[config.mk]
export PLATFORM = sky130hd
export DESIGN_NAME = i64d_post
export DESIGN_NICKNAME = d
export VERILOG_FILES = /design/src/rtl/i64d_pkg.sv /design/src/rtl/i64d_post.sv
export SDC_FILE = /design/constraint.sdc
export NUM_CORES = 1
export LEC_CHECK = 0
export BUFFER_PORTS_ARGS = -buffer_cell sky130_fd_sc_hd__buf_2
export CAP_MARGIN = 30
export CELL_PAD_IN_SITES_DETAIL_PLACEMENT = 2
export CELL_PAD_IN_SITES_GLOBAL_PLACEMENT = 2
export CORE_MARGIN = 5
export CORE_UTILIZATION = 33
export DETAILED_ROUTE_END_ITERATION = 6
export PLACE_DENSITY_LB_ADDON = 0.12
export SLEW_MARGIN = 20
export SYNTH_ARGS = -nofsm -noshare
export SYNTH_HDL_FRONTEND = slang
export SYNTH_SLANG_ARGS = --single-unit
[constraint.sdc]
create_clock -name clk -period 6.1 [get_ports clk]
set_input_delay 0.305 -clock clk [delete_from_list [all_inputs] [get_ports clk]]
set_output_delay 0.305 -clock clk [all_outputs]
set_load 0.005 [all_outputs]
[src/rtl/i64d_pkg.sv]
// Shared constants and types for the 64-bit integer divider.
// No dependencies; every other file of the divider uses this package.
package i64d_pkg;

  localparam int unsigned DATA_WIDTH = 64;

  // Division mode codes carried on the op field
  localparam logic OP_UNSIGNED = 1'b0;
  localparam logic OP_SIGNED   = 1'b1;

  // Control bits travelling alongside each operand pair through the chain
  typedef struct packed {
    logic valid;
    logic div_zero;
    logic q_neg;
    logic r_neg;
  } ctl_t;

endpackage

[src/rtl/i64d_post.sv]
// Exit stage: applies result signs and holds the result for the output channel.
// Depends on i64d_pkg.
module i64d_post #(
  parameter int unsigned DATA_WIDTH = i64d_pkg::DATA_WIDTH
) (
  input  logic                  clk,
  input  logic                  rst,
  input  i64d_pkg::ctl_t        up_ctl,
  input  logic [DATA_WIDTH-1:0] up_rem,
  input  logic [DATA_WIDTH-1:0] up_nq,
  output logic                  up_ready,
  output logic                  dn_valid,
  input  logic                  dn_ready,
  output logic [DATA_WIDTH-1:0] quotient,
  output logic [DATA_WIDTH-1:0] remainder
);

  assign up_ready = !dn_valid || dn_ready;

  always_ff @(posedge clk) begin
    if (rst) begin
      dn_valid <= 1'b0;
    end else if (up_ready) begin
      dn_valid <= up_ctl.valid;
    end
  end

  always_ff @(posedge clk) begin
    if (up_ready && up_ctl.valid) begin
      quotient  <= up_ctl.q_neg ? (~up_nq + 1'b1) : up_nq;
      remainder <= up_ctl.r_neg ? (~up_rem + 1'b1) : up_rem;
    end
  end

endmodule

==> flow_metrics.tcl <==
set metrics [dict create \
    num_rows 53 \
    antenna_found_initial 1 \
    setup.worst_path.start_class "primary input" \
    io_pins 265 \
    worstSetupPathType "in2reg" \
    layout-drive-gt1-share_pct 36.9 \
    fillerInstances 2241 \
    drt.antenna.violating_nets 0 \
    synthTopCellsByArea "sky130_fd_sc_hd__edfxtp_1, sky130_fd_sc_hd__xnor2_1, sky130_fd_sc_hd__o31ai_1" \
    cp_slowest_cell "sky130_fd_sc_hd__nand4_1" \
    most_used_cells_in_the_layout_excluding_fill_and_tap_cells "sky130_fd_sc_hd__buf_2, sky130_fd_sc_hd__edfxtp_1, sky130_fd_sc_hd__xnor2_1" \
    yosysUniqueCellTypes 36 \
    ctsLongestPathBuffers 2 \
    yosys_warnings 0 \
    relSlewSlack_pct 39.6 \
    yosys.area.top_type "sky130_fd_sc_hd__edfxtp_1" \
    floorplan.die.width_microns 155 \
    share_clk_of_total_power_pct 41.5 \
    switching_share_pct 24.2 \
    buffers_inverters_on_critical_path 1 \
    drcViolationCount 0 \
    track_usage_pct 19.4 \
    fp.coreArea_sq_um 20800 \
    die_height_microns 155 \
    holdCritPathClass "in2reg" \
    maximum_number_of_pins_on_one_net_before_global_route_repair 66 \
    postSynthCellCount 575 \
    clock.fmax_ghz 0.326 \
    cell_class_contributing_the_biggest_share_of_worst_path_delay "simple AND/OR/NAND/NOR gates" \
    cellLeakagePower_nw 3.27 \
    clock_latency_ps 410 \
    dpl-instance-area_sq_um 8560 \
    design_area_sq_um 9140 \
    wirelength_microns 23600 \
    initial_utilization_pct 33.2 \
    synthFlopType "sky130_fd_sc_hd__edfxtp_1" \
    synth_area_per_cell_sq_um 12.0 \
    worst_pin_slew_ps 906 \
    areaGrowthSynthToFinish_pct 32.2 \
    finalSetupTns_ps 0 \
    post-route-min-period_ps 3070 \
    series_of_cell_instances_along_the_critical_path "buf_2 -> or4_1 -> nor4_2 -> nand4_1 -> o41ai_1 -> xnor2_1" \
    cts_inserted_buffers 17 \
    clk_pin_slew_worst_paths_ps 60 \
    result_of_the_run "finished clean" \
    setup.worst_path.end_class "flip-flop" \
    clk_root_buffer_cell "sky130_fd_sc_hd__clkbuf_16" \
    vias 5908 \
    timing.final.crit_share_pct 50.3 \
    net-switching-power_mw 0.595 \
    power_density_nw_per_um2 269 \
    grt_pass1_wl_microns 36600 \
    hold_viol 0 \
    power.internal_mw 1.86 \
    max_cap_violations 0 \
    via_count_of_the_first_global_routing_pass 6411 \
    post_detailed_route_via_to_cell_ratio 5.23 \
    synth_largest_type_area_fraction_pct 55.6 \
    seqPwrFrac_pct 44.4 \
    grt_overflow 0 \
    htreeDepth 4 \
    cts.repair_timing.setup_buffer_count 0 \
    placement.io_buffers 263 \
    cts-hold-fix-buffers 0 \
    post_cts_resize_count 0 \
    layout.cells.most_common "sky130_fd_sc_hd__buf_2" \
    register_to_register_setup_slack_ps 3640 \
    grt_setup_unrepaired "no" \
    final-setup-viol-count 0 \
    vdd_drop_max_v 0.000188 \
    critPathArrivalTime_ps 3200 \
    synth_sequential_area_ratio_pct 55.9 \
    worstPathMaxFanout 15 \
    final_net_count 978 \
    required_ps 6230 \
    tritoncts "yes" \
    post_synth_design_cell_area_sq_um 6910 \
    cts_sinks 129 \
    worst_path_largest_cell_delay_ps 710 \
    place.detailed.hpwl_microns 18300 \
    first_iter_violations 304 \
    post_synth_edffs 128 \
    share_comb_of_total_power_pct 14.1 \
    first_pass_iters 5 \
    finClkSkew_ps 6.99 \
    fp.dieArea_sq_um 23900 \
    final_max_slew_viol_count 0 \
    gp_congestion 0.820 \
    synth_fp_nets 712 \
    async_flop_share_pct 0 \
    synth.ff_latch_count 129 \
    drt-wirelength-per-cell_microns 20.9 \
]
-- per-layer routing --
layer  global-route usage [%]  vias to the layer above  share of wire [%]
met1                     24.4                     2928                 43
met4                     4.58                        2                1.2
li1                         -                     2768                  -
met5                        0                        -              0.030
met3                     5.48                       22                6.5
met2                     33.1                      188                 49
-- cell usage after synthesis (2+ instances only) --
master	n
sky130_fd_sc_hd__and2_1	3
sky130_fd_sc_hd__and4_1	3
sky130_fd_sc_hd__clkbuf_1	18
sky130_fd_sc_hd__edfxtp_1	128
sky130_fd_sc_hd__ha_1	2
sky130_fd_sc_hd__inv_1	6
sky130_fd_sc_hd__nand2_1	45
sky130_fd_sc_hd__nand2b_1	6
sky130_fd_sc_hd__nand3_1	13
sky130_fd_sc_hd__nand4_1	8
sky130_fd_sc_hd__nand4b_1	3
sky130_fd_sc_hd__nor2_1	18
sky130_fd_sc_hd__nor3_1	11
sky130_fd_sc_hd__nor3_2	3
sky130_fd_sc_hd__nor4_1	18
sky130_fd_sc_hd__nor4_2	2
sky130_fd_sc_hd__o21ai_0	33
sky130_fd_sc_hd__o31ai_1	44
sky130_fd_sc_hd__o41ai_1	24
sky130_fd_sc_hd__o41ai_2	2
sky130_fd_sc_hd__or2_2	9
sky130_fd_sc_hd__or3_1	23
sky130_fd_sc_hd__or4_1	16
sky130_fd_sc_hd__or4_4	3
sky130_fd_sc_hd__xnor2_1	123
-- sequential cells by signal, summed over array words and instances (netlist names) --
signal     cells
quotient      64
remainder     64
dn_valid       1
-- final cells by class --
type / count / area, sq um / share of cell area [%]
repair buffers: 266 / 1370 / 15.0
flip-flops and latches: 129 / 3860 / 42.3
well taps: 275 / 344 / 3.77
inverters: 6 / 22.5 / 0.247
clock inverters: 12 / 141 / 1.55
clock buffers: 20 / 437 / 4.78
multi-input cells: 421 / 2950 / 32.3
diodes: 1 / 2.50 / 0.0274
-- through the flow --
step / std cells / power, mW / utilization (%) / setup slack, ps / hold slack (ps)
after floorplan: 575 / 1.26 / - / 2180 / 374
after global placement: 1095 / 1.44 / 40.9 / 2730 / 465
after detailed placement: 1097 / 1.46 / 41.1 / 2670 / 484
after CTS: 1129 / 2.50 / 43.9 / 3030 / 44.0
after global routing: 1129 / 2.57 / 43.9 / 2840 / 51.0
final: 1130 / 2.46 / 43.9 / 3030 / 59.0
-- path summary, 6_finish.rpt --
check	from	endpoint	cells after the start
setup / recovery	up_nq[8]	quotient[53]$_DFFE_PP_	6
hold / removal	rst	dn_valid$_SDFFE_PP0N_	2
setup reg to reg	dn_valid$_SDFFE_PP0N_	remainder[54]$_DFFE_PP_	3
hold reg to reg	dn_valid$_SDFFE_PP0N_	dn_valid$_SDFFE_PP0N_	2
-- cell families after synthesis --
| family | Yosys count | share of synthesized area (%) |
|---|---|---|
| xor gates and xnor gates | 123 | 15.6 |
| buffers and inverters | 25 | 1.38 |
| and+or+nand+nor | 190 | 15.7 |
| adders and majority gates | 2 | 0.362 |
| DFF | 129 | 55.9 |
| AOI/OAI and AO/OA | 106 | 11.0 |
-- power by group through the flow --
stage | Clock (mW) | Sequential [mW] | Combinational, mW
2_1_floorplan | 0 | 1.12 | 0.141
3_3_place_gp | 0 | 1.11 | 0.333
3_5_place_dp | 0 | 1.11 | 0.351
4_1_cts | 1.05 | 1.09 | 0.354
5_1_grt | 1.09 | 1.10 | 0.380
6_report | 1.02 | 1.09 | 0.345
Note: power is estimated with default switching activity, not from simulation.
