[src/rtl/i64d_pkg.sv]
// Shared constants and types for the 64-bit integer divider.
// No dependencies; every other file of the divider uses this package.
package i64d_pkg;

  localparam int unsigned DATA_WIDTH = 64;

  // Division mode codes carried on the op field
  localparam logic OP_UNSIGNED = 1'b0;
  localparam logic OP_SIGNED   = 1'b1;

  // Control bits travelling alongside each operand pair through the chain
  typedef struct packed {
    logic valid;
    logic div_zero;
    logic q_neg;
    logic r_neg;
  } ctl_t;

endpackage

[src/rtl/i64d_cell.sv]
// One restoring division step: shift in the next dividend bit, trial subtract.
// Depends on i64d_pkg.
module i64d_cell #(
  parameter int unsigned DATA_WIDTH = i64d_pkg::DATA_WIDTH
) (
  input  logic                  clk,
  input  logic                  rst,
  input  i64d_pkg::ctl_t        up_ctl,
  input  logic [DATA_WIDTH-1:0] up_rem,
  input  logic [DATA_WIDTH-1:0] up_nq,
  input  logic [DATA_WIDTH-1:0] up_dvs,
  output logic                  up_ready,
  input  logic                  dn_ready,
  output i64d_pkg::ctl_t        ctl,
  output logic [DATA_WIDTH-1:0] rem,
  output logic [DATA_WIDTH-1:0] nq,
  output logic [DATA_WIDTH-1:0] dvs
);

  // nq holds the unused dividend bits at the top and quotient bits at the bottom
  logic [DATA_WIDTH:0] trial;
  logic [DATA_WIDTH:0] diff;
  logic                take;

  assign trial = {up_rem, up_nq[DATA_WIDTH-1]};
  assign diff  = trial - {1'b0, up_dvs};
  assign take  = !up_ctl.div_zero && (trial >= {1'b0, up_dvs});

  assign up_ready = !ctl.valid || dn_ready;

  always_ff @(posedge clk) begin
    if (rst) begin
      ctl <= '0;
    end else if (up_ready) begin
      ctl <= up_ctl;
    end
  end

  always_ff @(posedge clk) begin
    if (up_ready && up_ctl.valid) begin
      rem <= take ? diff[DATA_WIDTH-1:0] : trial[DATA_WIDTH-1:0];
      nq  <= {up_nq[DATA_WIDTH-2:0], take};
      dvs <= up_dvs;
    end
  end

endmodule

[config.mk]
export PLATFORM = sky130hd
export DESIGN_NAME = i64d_cell
export DESIGN_NICKNAME = d
export VERILOG_FILES = /design/src/rtl/i64d_pkg.sv /design/src/rtl/i64d_cell.sv
export SDC_FILE = /design/constraint.sdc
export NUM_CORES = 1
export LEC_CHECK = 0
export BUFFER_PORTS_ARGS = -buffer_cell sky130_fd_sc_hd__buf_2
export CORE_AREA = 2 2 155 157
export DETAILED_ROUTE_END_ITERATION = 16
export DIE_AREA = 0 0 157 159
export GPL_TIMING_DRIVEN = 0
export PLACE_DENSITY_LB_ADDON = 0.3
export SYNTH_ARGS = -nofsm -noshare
export SYNTH_HDL_FRONTEND = slang
export SYNTH_SLANG_ARGS = --single-unit
[constraint.sdc]
create_clock -name clk -period 13.6 [get_ports clk]
set_input_delay 2.72 -clock clk [delete_from_list [all_inputs] [get_ports clk]]
set_output_delay 2.72 -clock clk [all_outputs]
set_load 0.1 [all_outputs]
==> results of run 1 <==
## metal layers
| layer | wire [µm] | part of all wire | GRT usage | vias up |
|---|---|---|---|---|
| li1 | - | - | - | 4509 |
| met1 | 12700 | 0.39 | 0.304 | 4374 |
| met2 | 16300 | 0.50 | 0.439 | 387 |
| met3 | 2550 | 0.078 | 0.0661 | 58 |
| met4 | 1040 | 0.032 | 0.111 | 4 |
| met5 | 25 | 0.00076 | 0 | - |
## power by group through the flow
stage               sequential (W)  combinational (W)  clock (W)
floorplan                  0.00106           0.000213          0
detailed placement        0.000742           0.000663          0
finish                    0.000729           0.000667   0.000527
CTS                       0.000729           0.000665   0.000536
global route              0.000733           0.000705   0.000556
global placement          0.000756           0.000651          0
## layout make-up
cell class	count	share of cell area
plain buffers	44	0.0146
clock inverters	14	0.0131
repair buffers	401	0.149
inverters	91	0.0241
clock buffers	18	0.0303
well taps	319	0.0282
diodes	13	0.00230
multi-input cells	654	0.326
flip-flops and latches	196	0.413
## worst max-delay path by stage
stage                                    to  slack (ns)
after global placement    dvs[22]$_DFFE_PP_       -1.86
after global routing      rem[62]$_DFFE_PP_        7.05
final                              up_ready        7.26
after detailed placement  rem[62]$_DFFE_PP_        7.01
after floorplan            dvs[0]$_DFFE_PP_        1.50
after CTS                          up_ready        7.24
## cell usage in the layout, fill, tap and decap left out, drive strengths merged, types with 6 or more instances in the layout
| cell type | Yosys | final |
|---|---|---|
| a21oi | 90 | 90 |
| nand3 | 14 | 14 |
| mux2 | 48 | 48 |
| inv | 91 | 97 |
| edfxtp | 192 | 192 |
| nand4 | 22 | 22 |
| nor2b | 7 | 7 |
| o31ai | 9 | 9 |
| a31oi | 6 | 6 |
| o21ai | 73 | 73 |
| xnor2 | 40 | 40 |
| diode | 0 | 13 |
| xor2 | 17 | 17 |
| o21a | 9 | 9 |
| nand2 | 62 | 62 |
| nor4 | 9 | 9 |
| nor2 | 51 | 51 |
| nor3 | 15 | 15 |
| a21o | 20 | 20 |
| and3 | 9 | 9 |
| o21bai | 20 | 20 |
| buf | 13 | 414 |
| clkinv | 0 | 8 |
| clkbuf | 31 | 49 |
| ha | 64 | 64 |
| nand2b | 9 | 9 |
## cells in the mapped netlist (7+ instances only)
library cell / number / area share
o21bai_1: 20 / 0.014
nor4_1: 9 / 0.0051
nand3_1: 14 / 0.0064
xor2_1: 17 / 0.014
buf_2: 9 / 0.0041
xnor2_1: 40 / 0.032
nand4_1: 22 / 0.012
nor2_1: 51 / 0.017
o21a_1: 9 / 0.0061
and3_1: 9 / 0.0051
a21oi_1: 89 / 0.040
nand2_1: 62 / 0.021
a21o_1: 20 / 0.014
o31ai_1: 9 / 0.0061
nor3_1: 14 / 0.0064
edfxtp_1: 192 / 0.52
nor2b_1: 7 / 0.0040
inv_1: 90 / 0.031
o21ai_0: 70 / 0.032
mux2_4: 9 / 0.012
mux2_2: 39 / 0.040
nand2b_1: 9 / 0.0051
clkbuf_1: 31 / 0.011
ha_1: 64 / 0.073
## state kept, by name, indices dropped and copies added, names as in the netlist
signal / count
ctl: 4
dvs: 64
nq: 64
rem: 64
## worst max-delay path, delay by kind of cell
| kind | cells | cell delay (ns) |
|---|---|---|
| AND/OR/NAND/NOR | 1 | 0.09 |
| buffers and inverters | 4 | 0.79 |
## kinds of logic after synthesis
| family | synth area share |
|---|---|
| mux | 0.0549 |
| compound gates | 0.152 |
| flops | 0.531 |
| simple gates | 0.0924 |
| fa+ha+maj | 0.0745 |
| buf+inv | 0.0498 |
| xor+xnor | 0.0453 |
## through the flow
stage / TNS, ns / utilization
3_3_place_gp: -353.74 / 0.577
5_1_grt: 0 / 0.611
2_1_floorplan: 0 / -
3_5_place_dp: 0 / 0.583
4_1_cts: 0 / 0.610
6_report: 0 / 0.611
==> out/qor.yml, run 1 <==
status:
  outcome: "finished clean"
critical_path:
  end_kind: "primary output"
  critical_path_arrival_ns: 3.62
  cp_slowest_cell: "clkbuf_1"
  r2r_slack_ns: 11.43
  critPathMaxFanout: 6
  slowest_delay_ns: 0.33
  critical_path_class: "in2out"
  r2r-start: "ctl[3]$_SDFFE_PP0N_"
  critPathMostFrequentCell: "buf_2"
  crit_path_start_kind: "input port"
  worst-r2r-cell-count: 6
  required_ns: 10.88
  r2r-end: "rem[20]$_DFFE_PP_"
  critical_path.cell_chain: "buf_2 > nor2b_1 > clkbuf_1 > inv_1 > buf_2"
  crit_path_start: "dn_ready"
detailed_routing:
  viasPerCell: 5.33
  drt-initial-drc-count: 549
  routed_wl_mm: 32.7
  ant_nets: 0
  via_count: 9332
  wl_per_cell_um: 18.7
  first_pass_iters: 5
  drc: 0
yosys:
  async_reset_ff_frac: 0
  yosysWarnings: 0
  yosysSeqAreaShare: 0.531
  syn_inst: 985
  syn_nets: 1249
  synth_edf_count: 192
  synth_cell_type_count: 63
  syn_avg_cell_area_um2: 11.2
  synth_seq_cells: 196
  synth_ff_type: "edfxtp_1"
  syn_area_um2: 11000
sta:
  hold_viol_final: 0
  rsz0062_at_grt: "no"
  period_share: 0.466
  fin_ws_ns: 7.26
  slew_headroom: 0.412
  fmax_mhz: 158
  fin_crit_ns: 6.34
  tightestPinTransition_ns: 0.879
  finalSetupViolations: 0
  finalClockSkew_ns: 0.0165
  timing.hold.ws_ns: 0.498
  maxSlewViolCount: 0
run:
  maxCapViolCount: 0
grt:
  grt_pass1_wl_mm: 49.1
  antenna_found_initial: 16
  grt_max_degree: 37
  grt_pass1_vias: 9199
  grt.total_usage: 0.257
  grt_overflow: 0
clocking:
  clock_path_buffers: 2
  root_buffer: "clkbuf_16"
  cts.clk_slew.worst_paths_ns: 0.07
  ctsResizeCount: 0
  cts_hold_buf: 0
  numCtsBuffers: 17
  cts_tree: "built"
  clock_latency_ns: 0.44
  cts-htree-levels: 4
  post_cts_buffers: 0
  cts_sinks: 196
power_and_ir_drop:
  power_switching_w: 0.000791
  internal_power_w: 0.00113
  leakagePower_nw: 6.23
  p_sw_frac: 0.411
  combPwrFrac: 0.347
  power.density_nw_per_um2: 136
  finalPower_w: 0.00192
  clockPowerShare: 0.274
  ir_drop_mv: 0.0713
  seq_power_share: 0.379
worst_hold_path:
  hold_path.class: "reg2reg"
  min_path_cells: 2
  hold_start: "ctl[0]$_SDFFE_PP0N_"
  holdPathEnd: "ctl[0]$_SDFFE_PP0N_"
floorplanning:
  die_h_um: 159
  dieArea_um2: 25000
  ios: 396
  fp.dieW_um: 157
  initial_core_util: 0.475
  fp-row-count: 56
  coreArea_um2: 23200
placement:
  dp_slack_ns: 7.01
  place_area_um2: 13500
  place_congestion: 0.903
  hpwl_mm: 26.1
  dp_cells: 1705
  port-buffer-count: 395
cells_and_area:
  fin_nets: 1669
  ff_latch_area_um2: 5850
  multi_input_area_um2: 4630
  stdcell_count: 1750
  drive_gt1_frac: 0.355
  synthToLayoutAreaGrowth_pct: 28.7
  final_area_um2: 14200
  n_fill_cell: 1963
Power figures use the tool's default switching activity.
==> run 2: changes to the inputs <==
--- a/config.mk
+++ b/config.mk
@@ -5,10 +5,10 @@
 export SDC_FILE = /design/constraint.sdc
 export NUM_CORES = 1
 export LEC_CHECK = 0
+export ABC_AREA = 1
 export BUFFER_PORTS_ARGS = -buffer_cell sky130_fd_sc_hd__buf_2
-export CORE_AREA = 2 2 155 157
+export CORE_UTILIZATION = 48
 export DETAILED_ROUTE_END_ITERATION = 16
-export DIE_AREA = 0 0 157 159
 export GPL_TIMING_DRIVEN = 0
 export PLACE_DENSITY_LB_ADDON = 0.3
 export SYNTH_ARGS = -nofsm -noshare
==> constraint.sdc (replaced) <==
create_clock -name clk -period 5.6 [get_ports clk]
set_input_delay 1.12 -clock clk [delete_from_list [all_inputs] [get_ports clk]]
set_output_delay 1.12 -clock clk [all_outputs]
set_load 0.1 [all_outputs]
==> run 2 against run 1 <==
Compared with the run above:
- first-iteration DRC count rose by 110%
- cell count rose by 54%
- non-clock buffer count fell by 23
- sequential power rose by 140%
- critical path type is now in2reg
- critical endpoint is now rem[50]$_DFFE_PP_
- largest cell class unchanged
==> out/qor.yml, run 2 <==
detailed_routing:
  drc: 0
  wl_per_cell_um: 17.6
  viasPerCell: 4.94
  ant_nets: 0
  drt-initial-drc-count: 1164
  first_pass_iters: 6
  routed_wl_mm: 47.4
  via_count: 13300
yosys:
  synth_top_area_cell: "edfxtp_1"
  synth_edf_count: 192
  synth_seq_cells: 196
  synthTopCellsByCount: "nand2_1, inv_1, edfxtp_1, nand3_1, nor2_1"
  async_reset_ff_frac: 0
  syn_avg_cell_area_um2: 7.17
  synth_cell_type_count: 31
  syn_area_um2: 13400
  syn_nets: 2140
  yosysSeqAreaShare: 0.435
  synth.most_common_cell: "nand2_1"
  synth_top_area_share: 0.429
  yosysWarnings: 0
  syn_inst: 1876
  synth_area_leaders: "edfxtp_1, nand2_1, inv_1"
  synth_ff_type: "edfxtp_1"
cells_and_area:
  stdcell_count: 2691
  synthToLayoutAreaGrowth_pct: 23.8
  fin_nets: 2559
  n_fill_cell: 2552
  layout_commonest_cell: "nand2_1"
  drive_gt1_frac: 0.221
  reg_top3: "dvs (64), nq (64), rem (64)"
  final_cell_mix: "nand2_1, inv_1, buf_2"
sta:
  fin_crit_ns: 3.45
  tns_ns: 0
  fmax_mhz: 290
  maxSlewViolCount: 0
  slew_headroom: 0.258
  hold_viol_final: 0
  period_share: 0.617
  finalClockSkew_ns: 0.0203
  finalSetupViolations: 0
  rsz0062_at_grt: "no"
  tightestPinTransition_ns: 1.11
critical_path:
  cp-endpoint: "rem[50]$_DFFE_PP_"
  critical_path_arrival_ns: 3.76
  crit_path_start_kind: "input port"
  r2r-start: "ctl[3]$_SDFFE_PP0N_"
  r2r-end: "dvs[11]$_DFFE_PP_"
  r2r_slack_ns: 3.40
  critical_path_class: "in2reg"
  end_kind: "flip-flop"
  required_ns: 5.90
  crit_path_start: "up_dvs[8]"
  worst-r2r-cell-count: 6
  critPathMaxFanout: 10
grt:
  grt_max_degree: 38
  grt.total_usage: 0.326
  antenna_found_initial: 12
  grt_pass1_wl_mm: 69.5
  grt_pass1_vias: 12600
  grt_overflow: 0
clocking:
  cts.clk_slew.worst_paths_ns: 0.09
  cts_tree: "built"
  root_buffer: "clkbuf_16"
  numCtsBuffers: 17
  cts_sinks: 196
  ctsResizeCount: 0
  cts-htree-levels: 4
  clock_latency_ns: 0.45
  cts_hold_buf: 0
  post_cts_buffers: 0
  clock_path_buffers: 2
floorplanning:
  fp.dieW_um: 169
  coreArea_um2: 27200
  fp-row-count: 60
  dieArea_um2: 28700
  die_h_um: 169
  ios: 396
  initial_core_util: 0.495
placement:
  port-buffer-count: 395
  dp_cells: 2648
  hpwl_mm: 39.7
  place_congestion: 0.894
worst_hold_path:
  min_path_cells: 2
  hold_path.class: "reg2reg"
status:
  outcome: "finished clean"
power_and_ir_drop:
  ir_drop_mv: 0.183
  power.density_nw_per_um2: 295
  leakagePower_nw: 9.35
  finalPower_w: 0.00490
run:
  maxCapViolCount: 0
[run 2: cell types whose count changed after synthesis, moves of 38 or more]
cell	change
o21ai_0	-65
a21oi_1	-44
inv_1	+324
mux2_2	-39
xnor2_1	-38
nand3_1	+120
nor2_1	+49
nand2_1	+691
[run 2: report_power, final]
| group | switching, W | internal (W) |
|---|---|---|
| registers | 0.0000249 | 0.00174 |
| logic | 0.00143 | 0.000381 |
| clock network | 0.000702 | 0.000626 |
| total | 0.00215 | 0.00275 |
[run 2: worst min-delay path by stage]
| stage | startpoint | endpoint | slack, ns |
|---|---|---|---|
| 6_report | ctl[1]$_SDFFE_PP0N_ | ctl[1]$_SDFFE_PP0N_ | 0.49 |
| 3_3_place_gp | ctl[1]$_SDFFE_PP0N_ | ctl[1]$_SDFFE_PP0N_ | 0.45 |
| 4_1_cts | ctl[1]$_SDFFE_PP0N_ | ctl[1]$_SDFFE_PP0N_ | 0.49 |
| 3_5_place_dp | ctl[1]$_SDFFE_PP0N_ | ctl[1]$_SDFFE_PP0N_ | 0.48 |
| 5_1_grt | ctl[1]$_SDFFE_PP0N_ | ctl[1]$_SDFFE_PP0N_ | 0.50 |
| 2_1_floorplan | ctl[0]$_SDFFE_PP0N_ | ctl[0]$_SDFFE_PP0N_ | 0.90 |
[run 2: layer usage]
metal | vias to the layer above | share of wire | track usage
met5 | - | 0.00025 | 0
met4 | 2 | 0.026 | 0.111
met3 | 63 | 0.076 | 0.0562
met2 | 569 | 0.49 | 0.572
met1 | 6053 | 0.41 | 0.404
li1 | 6609 | - | -
[run 2: metrics by stage]
stage          instance area (µm²)  utilization  worst slack, ns  hold WS [ns]
3_5_place_dp                 16000        0.588             1.70         0.478
2_1_floorplan                13400            -             1.15         0.900
4_1_cts                      16600        0.611             2.16         0.492
6_report                     16600        0.612             2.15         0.488
3_3_place_gp                 15900        0.585            0.125         0.452
5_1_grt                      16600        0.612             2.03         0.500
[run 2: logic make-up (layout without fill, tap and decap cells)]
family                   Yosys count  in the layout  synth area share
flip-flops                       196            196             0.435
AO/OA/AOI/OAI                     53             53            0.0204
adder cells (fa/ha/maj)           65             65            0.0611
buffers and inverters            448            880             0.131
XOR/XNOR                          31             31            0.0202
AND/OR/NAND/NOR                 1083           1083             0.332
other                              0             11                 0
[run 2: area by class of cell]
cell class / instances / area, µm² / area share
Inverter: 426 / 1600 / 0.0961
Buffer: 22 / 161 / 0.00970
Antenna cell: 11 / 27.5 / 0.00165
Sequential cell: 196 / 5850 / 0.351
Timing Repair Buffer: 400 / 2080 / 0.125
Tap cell: 372 / 465 / 0.0280
Clock inverter: 14 / 180 / 0.0108
Clock buffer: 18 / 439 / 0.0264
Multi-Input combinational cell: 1232 / 5840 / 0.351
[run 2: critical path: stages]
cell and delay (ns):
buf_2 0.09, inv_1 0.04, ha_1 0.36, nand2_2 0.12
nor2_2 0.27, nand3_1 0.13, nand3_2 0.21, nand2_2 0.07
nand2_2 0.13, nand2_2 0.08, nand2_2 0.09, nand3_1 0.18
nand2_2 0.14, buf_6 0.23, buf_4 0.24, nand3_1 0.11
nand2_1 0.12
