**config.mk**
```make
export PLATFORM = sky130hd
export DESIGN_NAME = i64d_pre
export DESIGN_NICKNAME = d
export VERILOG_FILES = /design/src/rtl/i64d_pkg.sv /design/src/rtl/i64d_pre.sv
export SDC_FILE = /design/constraint.sdc
export NUM_CORES = 1
export LEC_CHECK = 0
export ABC_AREA = 1
export BUFFER_PORTS_ARGS = -buffer_cell sky130_fd_sc_hd__buf_2
export CAP_MARGIN = 40
export CORE_UTILIZATION = 46
export DETAILED_ROUTE_END_ITERATION = 8
export PLACE_DENSITY = 0.8
export REMOVE_ABC_BUFFERS = 1
export SLEW_MARGIN = 40
export SYNTH_ARGS = -nofsm -noshare
export SYNTH_HDL_FRONTEND = slang
export SYNTH_SLANG_ARGS = --single-unit
```
**constraint.sdc**
```tcl
create_clock -name clk -period 7.4 [get_ports clk]
set_input_delay 1.11 -clock clk [delete_from_list [all_inputs] [get_ports clk]]
set_output_delay 1.11 -clock clk [all_outputs]
set_load 0.1 [all_outputs]
```
**src/rtl/i64d_pkg.sv**
```systemverilog
// Shared constants and types for the 64-bit integer divider.
// No dependencies; every other file of the divider uses this package.
package i64d_pkg;

  localparam int unsigned DATA_WIDTH = 64;

  // Division mode codes carried on the op field
  localparam logic OP_UNSIGNED = 1'b0;
  localparam logic OP_SIGNED   = 1'b1;

  // Control bits travelling alongside each operand pair through the chain
  typedef struct packed {
    logic valid;
    logic div_zero;
    logic q_neg;
    logic r_neg;
  } ctl_t;

endpackage

```
**src/rtl/i64d_pre.sv**
```systemverilog
// Entry stage: takes operand magnitudes in signed mode and seeds the cell chain.
// Depends on i64d_pkg.
module i64d_pre #(
  parameter int unsigned DATA_WIDTH = i64d_pkg::DATA_WIDTH
) (
  input  logic                  clk,
  input  logic                  rst,
  input  logic                  up_valid,
  output logic                  up_ready,
  input  logic [DATA_WIDTH-1:0] dividend,
  input  logic [DATA_WIDTH-1:0] divisor,
  input  logic                  op,
  input  logic                  dn_ready,
  output i64d_pkg::ctl_t        ctl,
  output logic [DATA_WIDTH-1:0] rem,
  output logic [DATA_WIDTH-1:0] nq,
  output logic [DATA_WIDTH-1:0] dvs
);

  logic                  n_neg;
  logic                  d_neg;
  logic [DATA_WIDTH-1:0] n_mag;
  logic [DATA_WIDTH-1:0] d_mag;

  assign n_neg = (op == i64d_pkg::OP_SIGNED) && dividend[DATA_WIDTH-1];
  assign d_neg = (op == i64d_pkg::OP_SIGNED) && divisor[DATA_WIDTH-1];
  assign n_mag = n_neg ? (~dividend + 1'b1) : dividend;
  assign d_mag = d_neg ? (~divisor + 1'b1) : divisor;

  assign up_ready = !ctl.valid || dn_ready;

  always_ff @(posedge clk) begin
    if (rst) begin
      ctl <= '0;
    end else if (up_ready) begin
      ctl.valid    <= up_valid;
      ctl.div_zero <= (divisor == '0);
      ctl.q_neg    <= n_neg ^ d_neg;
      ctl.r_neg    <= n_neg;
    end
  end

  always_ff @(posedge clk) begin
    if (up_ready && up_valid) begin
      rem <= '0;
      nq  <= n_mag;
      dvs <= d_mag;
    end
  end

endmodule

```
==> results.yml, run 1 <==
timing:
  finalCritPeriodShare_pct: 44.3
  finalHoldViolations: 0
  rsz0062_at_grt: "false"
  final_max_slew_viol_count: 0
  fin_crit_ns: 3.28
  relSlewSlack_pct: 50.6
  max_slew.worst_pin.slew_ns: 0.741
  holdWs_ns: 0.463
  setup_viol: 0
  fmax_mhz: 305
  fin_tns_setup_ns: 0
  setup_slack_ns: 4.12
  skew_ns: 0.00545
synth:
  synthArstFlopShare_pct: 0
  synth_ff_type: "edfxtp_1"
  syn_avg_cell_area_um2: 7.70
  synthCells: 1168
  synth_edf_count: 128
  ys_warn_count: 0
  ys_seq_elements: 132
  synth_area_um2: 8990
  yosysUniqueCellTypes: 40
  synth.yosys.seq_area_share_pct: 43.7
global_route:
  antenna_found_initial: 1
  grt_most_used_layer: "met2"
  track_usage_pct: 28.1
  met1_usage_pct: 32.7
  grt_pass1_vias: 8118
  grt_first_pass_wirelength_mm: 42.0
  use_met2_pct: 50.2
  grt_max_degree: 79
  grt.overflow.total: 0
  met3_usage_pct: 5.50
clock_network:
  h-tree-depth: 4
  cts_buffers: 17
  path_clk_slew_ns: 0.06
  ctsResizeCount: 0
  post_cts_buffers: 0
  root_buffer: "clkbuf_16"
  clk_latency_ns: 0.42
  clockBufferDepth: 2
  cts-hold-fix-buffers: 0
  cts_tree: "yes"
  cts.sinks: 132
die:
  die_y_um: 142
  core_um2: 19000
  initial_utilization_pct: 47.4
  row_count: 50
  ios: 330
  fp.dieW_um: 142
  dieArea_um2: 20100
route:
  vias_per_cell: 5.02
  drt_wl_total_mm: 28.3
  drc: 0
  dr.pass1.iters: 5
  wl_per_cell_um: 16.5
  drtIter0Drc: 674
  antenna_left: 0
  vias: 8604
power_and_ir_drop:
  p_leak_uw: 0.00508
  combPwrFrac_pct: 34.2
  netSwitchingFraction_pct: 42.5
  ir_drop_uv: 211
  powerDensity_nw_per_um2: 250
  pwr-share-seq_pct: 33.7
  power_frac_clock_pct: 32.1
  switching_power_uw: 1160
  p_int_uw: 1570
setup_path:
  reg2reg_depth: 4
  critPathCaptureType: "primary output"
  required_ns: 6.29
  critical_path_peak_fanout: 6
  start_kind: "primary input"
  worstPathArrival_ns: 2.17
  crit_type: "primary input to primary output"
placement:
  post-place-ws_ns: 4.11
  gp_congestion: 1.01
  placed_area_um2: 10300
  placed_cells: 1682
  place.detailed.hpwl_mm: 22.7
  port_buffers: 265
finish:
  diodes: 0
  fin_cells: 1714
  final_cell_area_um2: 10900
  drive_gt1_share_pct: 23.9
  area_growth_syn_to_layout_pct: 21.7
  layout.nets: 1576
min_path:
  hold_class: "flip-flop to flip-flop"
  hold-path-cell-count: 2
job:
  cap_violations: 0
run_status:
  run_status: "finished clean"
-- state kept, by name (all words and copies together) (netlist names) --
signal,cells
dvs,64
ctl,4
nq,64
-- layer usage --
layer  up-vias  wire length, µm
li1       4187                -
met1      3926            10900
met2       427            14200
met3        62             2190
met4         2              958
met5         -               11
-- worst max-delay path: stages --
cell    delay, ns
buf_2        0.12
nor2_1       0.41
inv_1        0.18
buf_2        0.34
-- cell usage after synthesis (3+ instances only) --
| library cell | instances | area share [%] |
|---|---|---|
| xor2_1 | 43 | 4.2 |
| nand4_1 | 22 | 1.5 |
| o21ai_0 | 26 | 1.4 |
| xnor2_1 | 26 | 2.5 |
| inv_1 | 98 | 4.1 |
| nand3b_1 | 4 | 0.33 |
| nand2_4 | 5 | 0.63 |
| a21oi_1 | 13 | 0.72 |
| buf_2 | 3 | 0.17 |
| nand3_1 | 95 | 5.3 |
| nand2_1 | 354 | 15 |
| dfxtp_1 | 4 | 0.89 |
| nand2_2 | 11 | 0.77 |
| buf_4 | 70 | 5.8 |
| o21ai_2 | 5 | 0.49 |
| o21bai_1 | 3 | 0.25 |
| nor2_4 | 4 | 0.50 |
| edfxtp_1 | 128 | 43 |
| nor2_2 | 10 | 0.70 |
| nor2_8 | 3 | 0.67 |
| nor2_1 | 215 | 9.0 |
-- cell usage in the layout (no fill, tap or decap), drive strengths merged --
cell type,netlist,routed
nand2,370,370
buf,76,268
nor2,232,232
edfxtp,128,128
inv,101,106
nand3,97,97
conb,1,64
xor2,43,43
o21ai,35,35
xnor2,26,26
nand4,22,22
clkbuf,1,17
a21oi,14,14
nand3b,5,5
clkinv,1,5
dfxtp,4,4
o21bai,3,3
clkinvlp,0,3
bufinv,0,3
or2,3,3
nor3,2,2
ha,2,2
a21boi,1,1
a31oi,1,1
-- cell type report --
| class | instances | area (µm²) |
|---|---|---|
| Clock inverter | 15 | 178 |
| Sequential cell | 132 | 3920 |
| Timing Repair Buffer | 268 | 1350 |
| Fill cell | 1799 | 8010 |
| Tap cell | 260 | 325 |
| Multi-Input combinational cell | 920 | 4350 |
| Clock buffer | 17 | 425 |
| Inverter | 102 | 387 |
-- cell families (layout without fill, tap and decap cells) --
group,after synthesis,after routing,share of synthesized area (%)
AO/OA/AOI/OAI,54,54,3.63
XOR/XNOR,69,69,6.72
adder cells (fa/ha/maj),2,2,0.278
buffers and inverters,179,402,10.6
flip-flops,132,132,43.7
other,1,64,0.0417
AND/OR/NAND/NOR,731,731,35.0
-- power by group through the flow --
stage | Clock (µW) | Sequential [µW] | Combinational [µW]
after CTS | 887 | 922 | 935
after floorplan | 0 | 1380 | 320
after global routing | 921 | 926 | 975
after detailed placement | 0 | 936 | 933
final | 880 | 921 | 936
after global placement | 0 | 937 | 925
-- final timing paths --
path	startpoint	to	slack, ns
worst min register to register	ctl[0]	ctl[0]	0.46
worst max register to register	ctl[3]	dvs[47]	5.69
worst min-delay path	ctl[0]	ctl[0]	0.46
worst max-delay path	dn_ready	up_ready	4.12
-- per-stage QoR --
stage / utilization [%] / total power, µW
finish: 57.7 / 2740
global route: 57.7 / 2820
CTS: 57.7 / 2740
detailed placement: 54.5 / 1870
global placement: 54.5 / 1860
floorplan: - / 1700
(Power assumes the default switching activity.)
==> run 2: changes to the inputs <==
==> constraint.sdc (replaced) <==
create_clock -name clk -period 2.7 [get_ports clk]
set_input_delay 0.405 -clock clk [delete_from_list [all_inputs] [get_ports clk]]
set_output_delay 0.405 -clock clk [all_outputs]
set_load 0.1 [all_outputs]
==> run 2 against run 1 <==
Effect of this change: highest routed layer unchanged; critical path type is now flip-flop to primary output; largest power group unchanged; critical endpoint unchanged; global-route usage fell by 0.16 points; worst hold slack got worse by 0.29 ns; total power rose to 2.7 times the previous value; clock-buffer cell count rose by 1; flip-flop and latch count did not move.
==> results.yml, run 2 (synthesis results as in run 1) <==
power_and_ir_drop:
  power_uw: 7410
  p_leak_uw: 0.00510
  powerDensity_nw_per_um2: 676
  ir_drop_uv: 568
global_route:
  grt_pass1_vias: 7907
  grt.overflow.total: 0
  grt_first_pass_wirelength_mm: 41.6
  antenna_found_initial: 1
  track_usage_pct: 27.9
  grt_max_degree: 90
finish:
  layout.nets: 1580
  fillCellCount: 1805
  final_cell_area_um2: 11000
  final_cell_mix: "nand2_1 (354), buf_2 (265), nor2_1 (214)"
  diodes: 0
  area_growth_syn_to_layout_pct: 21.9
  seq_area_um2: 3920
  drive_gt1_share_pct: 24.1
  multi_input_area_um2: 4350
  final_common_cell: "nand2_1"
  fin_cells: 1718
  top_regs: "dvs x64, nq x64, ctl x4"
die:
  row_count: 50
  die_y_um: 142
  ios: 330
  dieArea_um2: 20100
  initial_utilization_pct: 47.4
  core_um2: 19000
  fp.dieW_um: 142
setup_path:
  cp_slowest_cell: "nor2_1"
  path_cells: "inv_1, nor2_1, inv_1, buf_2"
  cpPeakStageDelay_ns: 0.37
  critPathCaptureType: "primary output"
  critical_path_peak_fanout: 6
  reg2reg_depth: 4
  r2r_end: "nq[52]"
  r2r_start: "ctl[3]"
  required_ns: 2.30
  crit_start: "ctl[3]"
  crit_end: "up_ready"
  start_kind: "flip-flop"
  r2r_slack_ns: 1.23
  crit_type: "flip-flop to primary output"
  crit_top_cell: "inv_1"
  worstPathArrival_ns: 1.75
route:
  vias: 8561
  drt_wl_total_mm: 27.8
  antenna_left: 0
  wl_per_cell_um: 16.2
  dr.pass1.iters: 5
  drtIter0Drc: 710
  vias_per_cell: 4.98
  drc: 0
timing:
  final_max_slew_viol_count: 0
  finalCritPeriodShare_pct: 79.8
  rsz0062_at_grt: "false"
  fin_tns_setup_ns: 0
  fin_crit_ns: 2.15
  setup_viol: 0
  skew_ns: 0.00620
  fmax_mhz: 464
  relSlewSlack_pct: 55.0
  finalHoldViolations: 0
  holdWs_ns: 0.168
  max_slew.worst_pin.slew_ns: 0.673
clock_network:
  cts.sinks: 132
  cts_tree: "yes"
  ctsResizeCount: 0
  h-tree-depth: 4
  cts-hold-fix-buffers: 0
  clockBufferDepth: 2
  cts_buffers: 17
  path_clk_slew_ns: 0.06
  post_cts_buffers: 0
  root_buffer: "clkbuf_16"
  clk_latency_ns: 0.42
min_path:
  hold_class: "primary input to flip-flop"
  hold-path-cell-count: 1
job:
  cap_violations: 0
placement:
  placed_cells: 1686
  place.detailed.hpwl_mm: 22.5
  gp_congestion: 0.990
  placed_area_um2: 10400
  port_buffers: 265
run_status:
  run_status: "finished clean"
## run 2: cell types whose count changed in the layout (fill, tap and decap cells not counted)
cell / change
bufinv_16: -1
clkinvlp_4: -2
inv_6: -1
clkinv_4: +2
buf_4: +4
clkbuf_1: +1
buf_6: -1
inv_8: +1
buf_12: +1
## run 2: where the power goes
group	internal (µW)	switching (µW)	total [µW]
combinational	383	2180	2570
clock	1370	937	2310
sequential	2480	53.9	2530
## run 2: through the flow
stage | setup WS [ns] | utilization [%]
final | 0.546 | 57.8
after global routing | 0.445 | 57.8
after CTS | 0.509 | 57.8
after detailed placement | 0.603 | 54.8
after global placement | 0.670 | 54.8
after floorplan | -4.11 | -
## run 2: worst min-delay path by stage
stage | from | end | slack, ns
6_report | dividend[0] | nq[0] | 0.17
5_1_grt | divisor[0] | dvs[0] | 0.16
4_1_cts | dividend[0] | nq[0] | 0.15
3_5_place_dp | ctl[0] | ctl[0] | 0.46
3_3_place_gp | ctl[0] | ctl[0] | 0.47
2_1_floorplan | rst | ctl[0] | 0.47
## run 2: critical path: cells and delay by family (launching register included)
kind                   cells  cell delay (ns)
DFF                        1             0.33
and+or+nand+nor            1             0.37
buffers and inverters      3             0.62
## run 2: per-layer routing
layer,track usage (%),part of all wire (%),vias up
li1,-,-,4204
met1,33.1,38,3815
met2,48.6,49,480
met3,5.37,8.6,60
met4,13.3,4.0,2
met5,0,0.050,-
## run 2: final cells by class
class / instances / share of cell area [%]
multi-input cells: 920 / 39.7
flip-flops and latches: 132 / 35.8
repair buffers: 272 / 12.7
clock buffers: 18 / 3.92
inverters: 102 / 3.53
well taps: 260 / 2.97
clock inverters: 14 / 1.39
==> run 3: changes to the inputs <==
--- a/config.mk
+++ b/config.mk
@@ -8,9 +8,9 @@
 export ABC_AREA = 1
 export BUFFER_PORTS_ARGS = -buffer_cell sky130_fd_sc_hd__buf_2
 export CAP_MARGIN = 40
-export CORE_UTILIZATION = 46
+export CORE_UTILIZATION = 51
 export DETAILED_ROUTE_END_ITERATION = 8
-export PLACE_DENSITY = 0.8
+export PLACE_DENSITY = 0.84
 export REMOVE_ABC_BUFFERS = 1
 export SLEW_MARGIN = 40
 export SYNTH_ARGS = -nofsm -noshare
==> constraint.sdc (replaced) <==
create_clock -name clk -period 2.2 [get_ports clk]
set_input_delay 0.33 -clock clk [delete_from_list [all_inputs] [get_ports clk]]
set_output_delay 0.33 -clock clk [all_outputs]
set_load 0.1 [all_outputs]
==> run 3 against run 2 <==
Effect of this change: largest power group unchanged; sequential power is 23% higher; die area is 9.7% lower; critical path depth stayed put; largest cell class unchanged; worst hold slack worse by 0.074 ns.
==> results.yml, run 3 (synthesis results as in run 1) <==
setup_path:
  r2r_end: "dvs[57]"
  worstPathArrival_ns: 1.63
  critical_path_peak_fanout: 6
  r2r_start: "ctl[3]"
  critPathCaptureType: "primary output"
  start_kind: "flip-flop"
  r2r_slack_ns: 0.83
  required_ns: 1.87
  crit_type: "flip-flop to primary output"
  reg2reg_depth: 4
die:
  dieArea_um2: 18200
  ios: 330
  die_y_um: 135
  fp.dieW_um: 135
  row_count: 48
  initial_utilization_pct: 52.1
  core_um2: 17200
timing:
  fin_crit_ns: 1.96
  setup_viol: 0
  max_slew.worst_pin.slew_ns: 0.526
  finalHoldViolations: 0
  skew_ns: 0.00758
  final_max_slew_viol_count: 0
  relSlewSlack_pct: 65.2
  finalCritPeriodShare_pct: 89.0
  fmax_mhz: 511
  rsz0062_at_grt: "false"
route:
  drc: 0
  antenna_left: 0
  drtIter0Drc: 605
  wl_per_cell_um: 16.9
  dr.pass1.iters: 5
  vias_per_cell: 5.16
  vias: 8712
  drt_wl_total_mm: 28.5
global_route:
  grt_max_degree: 67
  grt_pass1_vias: 8253
  grt_first_pass_wirelength_mm: 42.8
  antenna_found_initial: 1
  track_usage_pct: 31.8
  grt.overflow.total: 0
clock_network:
  cts_buffers: 17
  cts_tree: "yes"
  clockBufferDepth: 2
  cts-hold-fix-buffers: 0
  cts.sinks: 132
  path_clk_slew_ns: 0.06
  h-tree-depth: 4
  post_cts_buffers: 0
  clk_latency_ns: 0.43
  root_buffer: "clkbuf_16"
min_path:
  hold-path-cell-count: 1
  hold_class: "primary input to flip-flop"
  hold_start: "divisor[0]"
  whs_endpoint: "dvs[0]"
power_and_ir_drop:
  ir_drop_uv: 822
  powerDensity_nw_per_um2: 824
  p_leak_uw: 0.00512
placement:
  gp_congestion: 0.991
  port_buffers: 265
  placed_cells: 1657
  place.detailed.hpwl_mm: 23.3
finish:
  area_growth_syn_to_layout_pct: 22.0
  final_cell_mix: "nand2_1 (354), buf_2 (265), nor2_1 (213)"
  final_common_cell: "nand2_1"
  top_regs: "dvs x64, nq x64, ctl x4"
  final_core_util_pct: 63.6
  fillCellCount: 1561
  drive_gt1_share_pct: 24.5
  fin_cells: 1690
  layout.nets: 1586
job:
  cap_violations: 0
run_status:
  run_status: "finished clean"
## run 3: changes by cell type in the layout (fill, tap and decap cells not counted)
cell	change
buf_12	+2
nor2_1	-1
clkinvlp_4	+3
clkinv_1	-1
nor2_2	+1
bufinv_16	-1
diode_2	+1
inv_8	-1
buf_4	+4
## run 3: metrics by stage
step	setup TNS [ns]	hold WS (ns)	instance area [µm²]	setup slack (ns)	total power (µW)
final	0	0.0944	11000	0.241	9040
after global routing	0	0.0823	11000	0.161	9300
after CTS	0	0.0832	11000	0.0664	9050
after detailed placement	0	0.474	10400	0.238	6320
after global placement	0	0.459	10400	0.281	6300
after floorplan	-590.06	0.399	8650	-4.61	5710
## run 3: area by class of cell
type	instances	area (µm²)	area share, %
Timing Repair Buffer	278	1460	13.3
Multi-Input combinational cell	920	4350	39.7
Antenna cell	1	2.50	0.0228
Sequential cell	132	3920	35.8
Inverter	102	387	3.52
Clock buffer	18	429	3.91
Clock inverter	14	130	1.19
Tap cell	225	282	2.57
## run 3: per-layer routing
layer  part of all wire (%)  up-vias  GRT usage [%]
met3                    7.4       70           5.03
met4                    4.7        0           17.4
met1                     39     3966           37.6
met2                     49      464           55.1
met5                      0        -              0
li1                       -     4212              -
## run 3: how the worst max path moves through the flow
stage / endpoint / slack, ns / from / depth (start not counted)
2_1_floorplan: dvs[0] / -4.61 / ctl[3] / 3
4_1_cts: up_ready / 0.07 / ctl[3] / 4
3_5_place_dp: dvs[58] / 0.24 / divisor[1] / 12
3_3_place_gp: dvs[60] / 0.28 / divisor[1] / 12
5_1_grt: up_ready / 0.16 / ctl[3] / 4
6_report: up_ready / 0.24 / ctl[3] / 4
## run 3: where the power goes
part | leakage, µW | total, µW | switching (µW) | internal [µW]
Combinational | 0.00358 | 3180 | 2690 | 484
Clock | 0.000261 | 2760 | 1190 | 1570
Sequential | 0.00128 | 3110 | 67.3 | 3040
## run 3: worst max-delay path, cell delays in order (launching register included)
cell	delay, ns
dfxtp_1	0.38
inv_1	0.07
nor2_2	0.26
inv_1	0.16
buf_2	0.33
## run 3: timing repair
item	in CTS	in global routing
endpoints found under the hold margin	0	0
endpoints found under the setup margin	0	1
resized for setup	0	1
